## src/sv/sact_pkg.sv

```systemverilog
package sact_pkg;

    localparam int ADDR_W    = 48;
    localparam int CNT_W     = 6;
    localparam int CFG_IDX_W = 2;
    localparam int CFG_W     = 32;

    localparam logic [2:0] OP_ACCESS  = 3'd0;
    localparam logic [2:0] OP_INSTALL = 3'd1;
    localparam logic [2:0] OP_PROBE   = 3'd2;
    localparam logic [2:0] OP_INVAL   = 3'd3;
    localparam logic [2:0] OP_CLEAN   = 3'd4;

    localparam logic [2:0] POL_LRU   = 3'd0;
    localparam logic [2:0] POL_PLRU  = 3'd1;
    localparam logic [2:0] POL_RAND  = 3'd2;
    localparam logic [2:0] POL_SRRIP = 3'd3;
    localparam logic [2:0] POL_BRRIP = 3'd4;

    localparam logic [1:0] RES_HIT        = 2'd0;
    localparam logic [1:0] RES_MISS       = 2'd1;
    localparam logic [1:0] RES_MISS_DIRTY = 2'd2;

    localparam logic [1:0] CFG_POLICY = 2'd0;
    localparam logic [1:0] CFG_OFFSET = 2'd1;
    localparam logic [1:0] CFG_INDEX  = 2'd2;
    localparam logic [1:0] CFG_SEED   = 2'd3;

    localparam logic [31:0] LFSR_TAPS = 32'h8020_0003;

    localparam logic [1:0] RRIP_MAX  = 2'd3;
    localparam logic [1:0] RRIP_LONG = 2'd2;
    localparam logic [4:0] BRRIP_MASK_ZERO = 5'd0;
    localparam logic [CNT_W-1:0] MOD_LAST = CNT_W'(1);

    typedef struct packed {
        logic [2:0]        opcode;
        logic [ADDR_W-1:0] address;
        logic              write_flag;
    } t_in;

    typedef struct packed {
        logic [1:0]        outcome;
        logic              line_found;
        logic              dirty_seen;
        logic [ADDR_W-1:0] evicted_address;
    } t_out;

    typedef enum logic [2:0] {
        S_IDLE,
        S_READ,
        S_LOOK,
        S_SCAN,
        S_MOD,
        S_COMMIT
    } t_state;

    typedef struct packed {
        logic             load;
        logic             read;
        logic             look;
        logic             scan;
        logic             modstep;
        logic             commit;
        logic [CNT_W-1:0] idx;
    } t_cmd;

    typedef struct packed {
        logic need_scan;
        logic need_mod;
        logic out_free;
    } t_status;

    function automatic logic [31:0] lfsr_step(input logic [31:0] v);
        logic [31:0] r;
        r = v >> 1;
        if (v[0]) begin
            r = r ^ LFSR_TAPS;
        end
        return r;
    endfunction

endpackage

```

## src/sv/sact_ctrl.sv

```systemverilog
module sact_ctrl import sact_pkg::*; #(
    parameter int WAYS = 8
) (
    input  logic    i_clk,
    input  logic    i_rst_n,
    input  logic    i_in_valid,
    output logic    o_in_ready,
    input  t_status i_st,
    output t_cmd    o_cmd
);

    localparam logic [CNT_W-1:0] SCAN_LAST = CNT_W'(WAYS - 1);

    t_state r_state, n_state;
    logic [CNT_W-1:0] r_cnt, n_cnt;

    always_ff @(posedge i_clk) begin
        if (!i_rst_n) begin
            r_state <= S_IDLE;
            r_cnt   <= '0;
        end else begin
            r_state <= n_state;
            r_cnt   <= n_cnt;
        end
    end

    always_comb begin
        n_state = r_state;
        n_cnt   = r_cnt;
        unique case (r_state)
            S_IDLE: begin
                if (i_in_valid) begin
                    n_state = S_READ;
                end
            end
            S_READ: begin
                n_state = S_LOOK;
            end
            S_LOOK: begin
                if (i_st.need_mod) begin
                    n_state = S_MOD;
                    n_cnt   = '0;
                end else if (i_st.need_scan) begin
                    n_state = S_SCAN;
                    n_cnt   = CNT_W'(1);
                end else begin
                    n_state = S_COMMIT;
                end
            end
            S_SCAN: begin
                n_cnt = r_cnt + CNT_W'(1);
                if (r_cnt == SCAN_LAST) begin
                    n_state = S_COMMIT;
                end
            end
            S_MOD: begin
                n_cnt = r_cnt + CNT_W'(1);
                if (r_cnt == MOD_LAST) begin
                    n_state = S_COMMIT;
                end
            end
            S_COMMIT: begin
                if (i_st.out_free) begin
                    n_state = S_IDLE;
                end
            end
            default: n_state = S_IDLE;
        endcase
    end

    always_comb begin
        o_in_ready    = (r_state == S_IDLE);
        o_cmd         = '0;
        o_cmd.idx     = r_cnt;
        o_cmd.load    = (r_state == S_IDLE) && i_in_valid;
        o_cmd.read    = (r_state == S_READ);
        o_cmd.look    = (r_state == S_LOOK);
        o_cmd.scan    = (r_state == S_SCAN);
        o_cmd.modstep = (r_state == S_MOD);
        o_cmd.commit  = (r_state == S_COMMIT) && i_st.out_free;
    end

endmodule

```

## config.mk

```make
export PLATFORM = sky130hd
export DESIGN_NAME = sact_ctrl
export DESIGN_NICKNAME = d
export VERILOG_FILES = /design/src/sv/sact_pkg.sv /design/src/sv/sact_ctrl.sv
export SDC_FILE = /design/constraint.sdc
export NUM_CORES = 1
export LEC_CHECK = 0
export ABC_AREA = 0
export BUFFER_PORTS_ARGS = -buffer_cell sky130_fd_sc_hd__buf_2
export CAP_MARGIN = 20
export CORE_UTILIZATION = 28
export CTS_CLUSTER_SIZE = 25
export DETAILED_ROUTE_END_ITERATION = 8
export GPL_TIMING_DRIVEN = 1
export SETUP_SLACK_MARGIN = 0.15
export SLEW_MARGIN = 15
export SYNTH_ARGS = -nofsm -noshare
export SYNTH_HDL_FRONTEND = slang
export SYNTH_SLANG_ARGS = --single-unit
```

## constraint.sdc

```tcl
create_clock -name i_clk -period 1.6 [get_ports i_clk]
set_input_delay 0 -clock i_clk [delete_from_list [all_inputs] [get_ports i_clk]]
set_output_delay 0 -clock i_clk [all_outputs]
set_load 0.1 [all_outputs]
```

---- Yosys cells after proc, flatten, opt, wreduce, memory -nomap -nowiden ----
Cells that the tools add are included.
storage, ports and cells
  input port bits ......................... 6
  word-level logic and storage cells ...... 32
  flip-flop bits (word level) ............. 9
  output and inout bits ................... 13
cells by class
  equality and inequality tests ........... 12
  $add $sub $neg .......................... 1
  reductions and logical operators ........ 7
  mux-type cells .......................... 10
operators by type and width
  operator                                                                 count
  3-bit 2-to-1 mux                                                         6
  3-bit one-hot mux with 6 select lines                                    1
  6-bit 2-to-1 mux                                                         2
  6-bit one-hot mux with 2 select lines                                    1
  6-bit by 1-bit adder with 6-bit output, second input constant            1
  3-bit by 2-bit equality test with 1-bit output, second input constant    2
  3-bit equality test, second input constant                               2
  6-bit by 1-bit equality test with 1-bit output, second input constant    1
  6-bit by 3-bit equality test with 1-bit output, second input constant    1
  2-bit by 1-bit inequality test with 1-bit output, second input constant  2
  2-bit inequality test, second input constant                             2
  4-bit AND reduction                                                      1
  3-bit by 1-bit equality test with 1-bit output, second input constant    1
  3-bit zero test                                                          1
  3-bit inequality test, second input constant                             1
  1-bit logical AND                                                        2
  2-bit AND reduction                                                      1
  2-bit nonzero test                                                       1
  2-bit OR reduction                                                       1

---- Longest topological paths before layout ----
Gate-level depths: netlist of the first run.
  depth after elaboration ................. 4
  mapped depth ............................ 6
  gate-level depth less buffers ........... 5

---- Least setup slack after synthesis of the first run ----
No wires, ideal clock.
  kind .................................... reg-to-output
  from .................................... register r_state[0]
  to ...................................... output o_cmd[11] (netlist bit)
  path buffers ............................ 2
  path slack .............................. -2064 ps
  required time ........................... 1600 ps
  arrival ................................. 3664 ps
  cell stages (with the launch flop) ...... 5
  cell sequence ........................... dfxtp_1 clkbuf_2 buf_2 nor3_1 and2_1
RTL lines
  item                      RTL line         text
  start: declaration        sact_ctrl.sv:14  t_state r_state, n_state;
  start signal: assignment  sact_ctrl.sv:22  r_state <= n_state;
  end: declaration          sact_ctrl.sv:9   output t_cmd o_cmd

---- Worst setup path after layout of the first run ----
  from .................................... register r_state[2]
  to ...................................... register r_state[2]
on the way
  longest elaborated chain between the ends .. 3
  elaborated cells between the ends (all ways) .. 12
  classes of those cells .................. eq/ne: 9; mux: 1; reduce/logical: 2
ends and longest elaborated chain
  item                                                                                                               RTL line         text
  3-bit by 2-bit equality test with 1-bit output (tied with other cells)                                             sact_ctrl.sv:30  unique case (r_state)
  2-bit by 1-bit inequality test with 1-bit output (no source line) / 2-bit inequality test (equally long branches)  --
  4-bit AND reduction (no source line)                                                                               --
Parallel ways exist; a longest one is shown, timed or not.
A chain may end at the register's enable or synchronous reset.

==> run_results.csv, run 1 <==
group,metric,value,unit
run_status,status,"finished, final reports clean",
min_path,min_path_type,"input port to flip-flop",
floorplan,dieWidth,48.5,µm
sta,fin_ws,0.216,ns
setup_path,path_buf_inv,0,
sta,rsz0062_at_grt,"no",
layout,stdcell_count,126,
sta,maxClockFrequency,723,MHz
sta,slew_headroom,67.9,%
setup_path,arrival,1.53,ns
yosys,synth_cell_type_count,35,
yosys,syn_nets,85,
layout,antenna_cells,0,
layout,fillers,203,
place,dpl_cell_area,887,µm²
floorplan,fp.dieH,48.5,µm
route,dr.pass1.iters,4,
setup_path,crit_path_max_incr_delay,0.40,ns
yosys,synth_area,604,µm²
place,dp_hpwl,1200,µm
global_route,gr-usage-all-layers,15.5,%
pwr,ir_drop,488,µV
setup_path,reg2reg_depth,3,
yosys,ys_warn_count,0,
yosys,syn_inst,77,
sta,finalCritPeriodShare,86.5,%
yosys,ys_seq_area_share,29.8,%
yosys,synth_edf_count,0,
yosys,synthArstFlopShare,0,%
layout,finalNetCount,108,
pwr,power-per-cell-area,1080,nW/µm²
place,place_ws,0.166,ns
layout,drive_gt1_share,45.5,%
setup_path,required,1.75,ns
flow_run,max_cap_viol_count,0,
sta,finalSetupViolCount,0,
clock_network,clock_latency,0.27,ns
sta,tns,0,ns
route,drt_wl_total,1570,µm
clock_network,cts_max_path_buffers,2,
setup_path,crit_cells,3,
global_route,grt_first_pass_wirelength,2770,µm
clock_network,cts_buffers,3,
floorplan,start_util,30.2,%
layout,final-seq-area,199,µm²
yosys,synth.avg_cell_area,7.85,µm²
route,drc,0,
clock_network,clkSinkCount,9,
floorplan,die_area,2350,µm²
layout,design_area,928,µm²
setup_path,crit_family,"simple AND/OR/NAND/NOR gates",
min_path,whs_path_depth,2,
route,wire_per_inst,12.4,µm
global_route,grt_max_degree,12,
clock_network,cts-root-buf,"clkbuf_4",
place,gp_congestion,0.746,
setup_path,endpoint_kind,"flip-flop",
pwr,p_leak,0.385,nW
layout,multi_input_area,450,µm²
route,vias,654,
setup_path,critical_path_class,"flip-flop to flip-flop",
global_route,grt_pass1_vias,585,
place,port_buffers,18,
route,drtAntennaViolNets,0,
yosys,ys_ff_latch,9,
clock_network,cts_tree,"yes",
pwr,finalPower,1.00,mW
sta,fin_worst_skew,0.0108,ns
setup_path,cp_cell_sequence,"nand2b_1 -> or3_1 -> a32o_1",
sta,finalMaxSlewViolations,0,
floorplan,io_pins,19,
sta,period_minus_slack,1.38,ns
setup_path,crit_fanout,9,
sta,final_hold_viol_count,0,
setup_path,cp_slowest_cell,"or3_1",
sta,tightestPinTransition,0.484,ns
clock_network,hold_buffers,0,
route,drtIter0Drc,8,
global_route,overflow,0,
floorplan,rows,16,
yosys,synth_ff_type,"dfxtp_1",
route,via_per_inst,5.19,
clock_network,h-tree-depth,1,
place,dp.cells,122,
clock_network,clkSlewWorstSetupHoldPaths,0.07,ns
floorplan,coreArea,2000,µm²
global_route,antenna_found_initial,0,
setup_path,cp-start-kind,"flip-flop",
layout,area_growth,53.6,%
[cells in the mapped netlist, drive strengths merged, types with 3 or more instances]
| master | n | share of area (%) |
|---|---|---|
| dfxtp | 9 | 30 |
| nand2 | 6 | 3.7 |
| nor3 | 6 | 5.0 |
| inv | 5 | 3.1 |
| nand2b | 4 | 4.1 |
| nor2 | 4 | 2.5 |
| a21oi | 3 | 2.5 |
| a31oi | 3 | 3.1 |
[worst reg2reg max path, cell delays in order, from the launching register on]
cell      delay [ns]
dfxtp_4         0.39
nand2b_1        0.24
or3_1           0.40
a32o_1          0.24
[timing repair]
| item | in CTS | in global routing |
|---|---|---|
| setup endpoints to repair | 6 | 8 |
| setup buffers | 0 | 0 |
| gates resized for setup | 2 | 4 |
| cloned | 0 | 0 |
[kinds of logic after synthesis]
group | count (synthesis) | synth area share, %
AO/OA/AOI/OAI | 25 | 29.8
adder cells (fa/ha/maj) | 2 | 4.14
buffers and inverters | 9 | 6.21
flip-flops | 9 | 29.8
multiplexers | 1 | 1.66
AND/OR/NAND/NOR | 31 | 28.4
[cell usage in the layout, fill, tap and decap left out, types with 2 or more instances in the layout]
cell type and count:
nor2_1 2, inv_1 4, o22ai_1 2, o21ai_0 2
a21o_1 2, a21oi_1 2, dfxtp_4 3, dfxtp_2 6
clkbuf_4 4, and3_1 2, nor3_4 2, buf_12 5
nand2_1 6, nor3b_4 2, or3_1 2, nor3_1 3
o31a_1 2, a31oi_1 3, buf_4 5, a211oi_1 2
buf_2 11, ha_1 2, nand2b_1 4
[worst paths after layout]
path | startpoint | end | slack [ns]
worst min-delay path | i_rst_n | r_cnt[3] | 0.05
worst max-delay path | r_state[2] | r_state[2] | 0.22
worst max register to register | r_state[2] | r_state[2] | 0.22
worst min register to register | r_cnt[0] | r_cnt[0] | 0.48
[flip-flops by register name (all words and copies together) (netlist names)]
name and cells:
r_state 3, r_cnt 6
[where the power goes]
group / internal (mW) / switching [mW] / total (mW)
sequential: 0.243 / 0.0395 / 0.282
clock: 0.0964 / 0.0880 / 0.184
combinational: 0.178 / 0.358 / 0.536
total: 0.517 / 0.485 / 1.00
[routing by layer]
layer	part of all wire, %	GRT usage [%]
met2	49	24.4
met4	0	4.41
met3	4.3	5.97
met1	47	19.7
met5	0	0
[through the flow]
stage / util (%) / hold slack [ns]
global placement: 44.3 / 0.334
floorplan: - / 0.140
detailed placement: 44.3 / 0.336
global route: 46.4 / 0.0492
finish: 46.4 / 0.0452
CTS: 45.8 / 0.0454
[cell type report]
type / instances / area share [%]
Clock buffer: 4 / 2.83
Inverter: 5 / 2.02
Multi-Input combinational cell: 59 / 48.5
Sequential cell: 9 / 21.4
Tap cell: 27 / 3.64
Timing Repair Buffer: 22 / 21.6
(Power assumes the default switching activity.)
==> run 2, diff against run 1 <==
--- a/config.mk
+++ b/config.mk
@@ -7,8 +7,9 @@
 export LEC_CHECK = 0
 export ABC_AREA = 0
 export BUFFER_PORTS_ARGS = -buffer_cell sky130_fd_sc_hd__buf_2
-export CAP_MARGIN = 20
+export CAP_MARGIN = 10
 export CORE_UTILIZATION = 28
+export CTS_BUF_LIST = sky130_fd_sc_hd__clkbuf_8
 export CTS_CLUSTER_SIZE = 25
 export DETAILED_ROUTE_END_ITERATION = 8
 export GPL_TIMING_DRIVEN = 1
==> constraint.sdc (replaced) <==
create_clock -name i_clk -period 1.65 [get_ports i_clk]
set_input_delay 0 -clock i_clk [delete_from_list [all_inputs] [get_ports i_clk]]
set_output_delay 0 -clock i_clk [all_outputs]
set_load 0.1 [all_outputs]
==> run 2 against run 1 <==
Net effect:
- clock power increased by 35%
- sequential power down 1%
- clock-buffer cell count decreased by 1
- flip-flop and latch count is the same
- global-route usage down 1.5 points
- wire length shrank 8.7%
- first-iteration DRC count grew to 2.5 times the previous value
- cell count stayed put
- via count rose by 2.4%
- worst setup slack improved by 0.040 ns
==> run_results.csv, run 2 (synthesized netlist as in run 1, its figures left out) <==
group,metric,value,unit
setup_path,cp-start-kind,"flip-flop",
setup_path,arrival,1.39,ns
layout,fillers,208,
sta,finalCritPeriodShare,84.5,%
floorplan,dieWidth,48.5,µm
setup_path,crit_family,"buffers and inverters",
clock_network,cts_setup_buffers,0,
floorplan,die_area,2350,µm²
global_route,grt_pass1_vias,593,
sta,final_hold_viol_count,0,
pwr,p_leak,0.395,nW
floorplan,start_util,30.2,%
sta,maxClockFrequency,717,MHz
setup_path,cp_slowest_cell,"buf_2",
sta,fin_ws,0.256,ns
clock_network,hold_buffers,0,
run_status,status,"finished, final reports clean",
place,place_ws,0.162,ns
global_route,grt_first_pass_wirelength,2510,µm
sta,fin_hold_ws,0.0862,ns
pwr,combPwrFrac,48.7,%
route,drc,0,
floorplan,fp.dieH,48.5,µm
pwr,netSwitchingFraction,45.5,%
setup_path,critical_path_class,"flip-flop to primary output",
setup_path,cp_cell_sequence,"buf_4 -> nor3_4 -> buf_2",
clock_network,clkSlewWorstSetupHoldPaths,0.04,ns
clock_network,cts_resized,1,
layout,final_common_cell,"buf_2",
layout,finalNetCount,108,
clock_network,cts_tree,"yes",
place,dp.cells,122,
layout,top_regs,"r_cnt: 6 flops, r_state: 3 flops",
layout,area_growth,53.6,%
route,via_per_inst,5.32,
pwr,ir_drop,426,µV
flow_run,max_cap_viol_count,0,
global_route,overflow,0,
sta,finalSetupViolCount,0,
place,port_buffers,18,
sta,fin_worst_skew,0.00211,ns
pwr,p_int,0.559,mW
sta,period_minus_slack,1.39,ns
clock_network,clkSinkCount,9,
place,dp_hpwl,1150,µm
place,gp_congestion,0.766,
route,drtIter0Drc,20,
global_route,gr-max-usage-layer,"met2",
setup_path,required,1.65,ns
setup_path,crit_fanout,8,
sta,rsz0062_at_grt,"no",
route,drtAntennaViolNets,0,
pwr,pwr-share-seq,27.1,%
floorplan,rows,16,
layout,drive_gt1_share,45.5,%
setup_path,path_buf_inv,2,
clock_network,cts_buffers,3,
global_route,gr-usage-all-layers,14.0,%
layout,most-common-layout-cells,"buf_2 (13), dfxtp_2 (7), nand2_1 (6)",
sta,tightestPinTransition,0.486,ns
route,vias,670,
route,drt_wl_total,1430,µm
clock_network,clock_latency,0.23,ns
layout,top_register,"r_cnt",
sta,finalMaxSlewViolations,0,
min_path,min_path_type,"input port to flip-flop",
floorplan,coreArea,2000,µm²
global_route,use_met1,17.5,%
global_route,use_met3,5.03,%
pwr,net-switching-power,0.467,mW
sta,slew_headroom,67.8,%
pwr,pwr-share-clk,24.2,%
place,dpl_cell_area,870,µm²
route,dr.pass1.iters,4,
setup_path,crit_path_max_incr_delay,0.44,ns
route,wire_per_inst,11.4,µm
global_route,grt_max_degree,12,
clock_network,cts-root-buf,"clkbuf_8",
global_route,met2_usage,21.6,%
pwr,power-per-cell-area,1100,nW/µm²
floorplan,io_pins,19,
setup_path,endpoint_kind,"primary output",
clock_network,cts_max_path_buffers,2,
layout,antenna_cells,0,
layout,stdcell_count,126,
clock_network,h-tree-depth,1,
sta,tns,0,ns
layout,largest_reg_flops,6,
global_route,antenna_found_initial,0,
layout,design_area,928,µm²
[run 2: cell type report]
type,instances,area (µm²),area share [%]
Inverter,5,18.8,2.02
Timing Repair Buffer,22,183,19.7
Tap cell,27,33.8,3.64
Multi-Input combinational cell,59,452,48.7
Clock inverter,1,3.75,0.404
Clock buffer,3,41.3,4.45
Sequential cell,9,196,21.2
[run 2: routing by layer]
layer  routed length, µm  part of all wire, %  vias to the layer above
li1                    -                    -                      333
met1                 685                   48                      312
met2                 657                   46                       23
met3                  80                  5.6                        2
met4                   8                 0.56                        0
met5                   0                    0                        -
[run 2: path summary, 6_finish.rpt]
kind / start / to / slack (ns) / cells past startpoint
worst min-delay path: i_rst_n / r_cnt[0] / 0.09 / 3
worst max register to register: r_state[2] / r_state[2] / 0.27 / 3
worst max-delay path: r_state[1] / o_in_ready / 0.26 / 3
worst min register to register: r_cnt[0] / r_cnt[0] / 0.47 / 1
[run 2: metrics by stage]
stage | total power, mW | utilization [%]
after floorplan | 0.672 | -
after global placement | 0.772 | 43.4
after detailed placement | 0.772 | 43.4
after CTS | 1.03 | 45.8
after global routing | 1.08 | 46.4
final | 1.03 | 46.4
[run 2: power by group through the flow]
| stage | sequential [mW] | combinational [mW] | clock [mW] |
|---|---|---|---|
| 3_3_place_gp | 0.277 | 0.494 | 0 |
| 3_5_place_dp | 0.279 | 0.493 | 0 |
| 2_1_floorplan | 0.295 | 0.377 | 0 |
| 6_report | 0.278 | 0.499 | 0.248 |
| 4_1_cts | 0.275 | 0.498 | 0.255 |
| 5_1_grt | 0.282 | 0.529 | 0.274 |
[run 2: worst register-to-register path, delay by kind of cell, from the launching register on]
kind / cells / cell delay (ns)
flops: 1 / 0.39
simple gates: 2 / 0.65
compound gates: 1 / 0.23
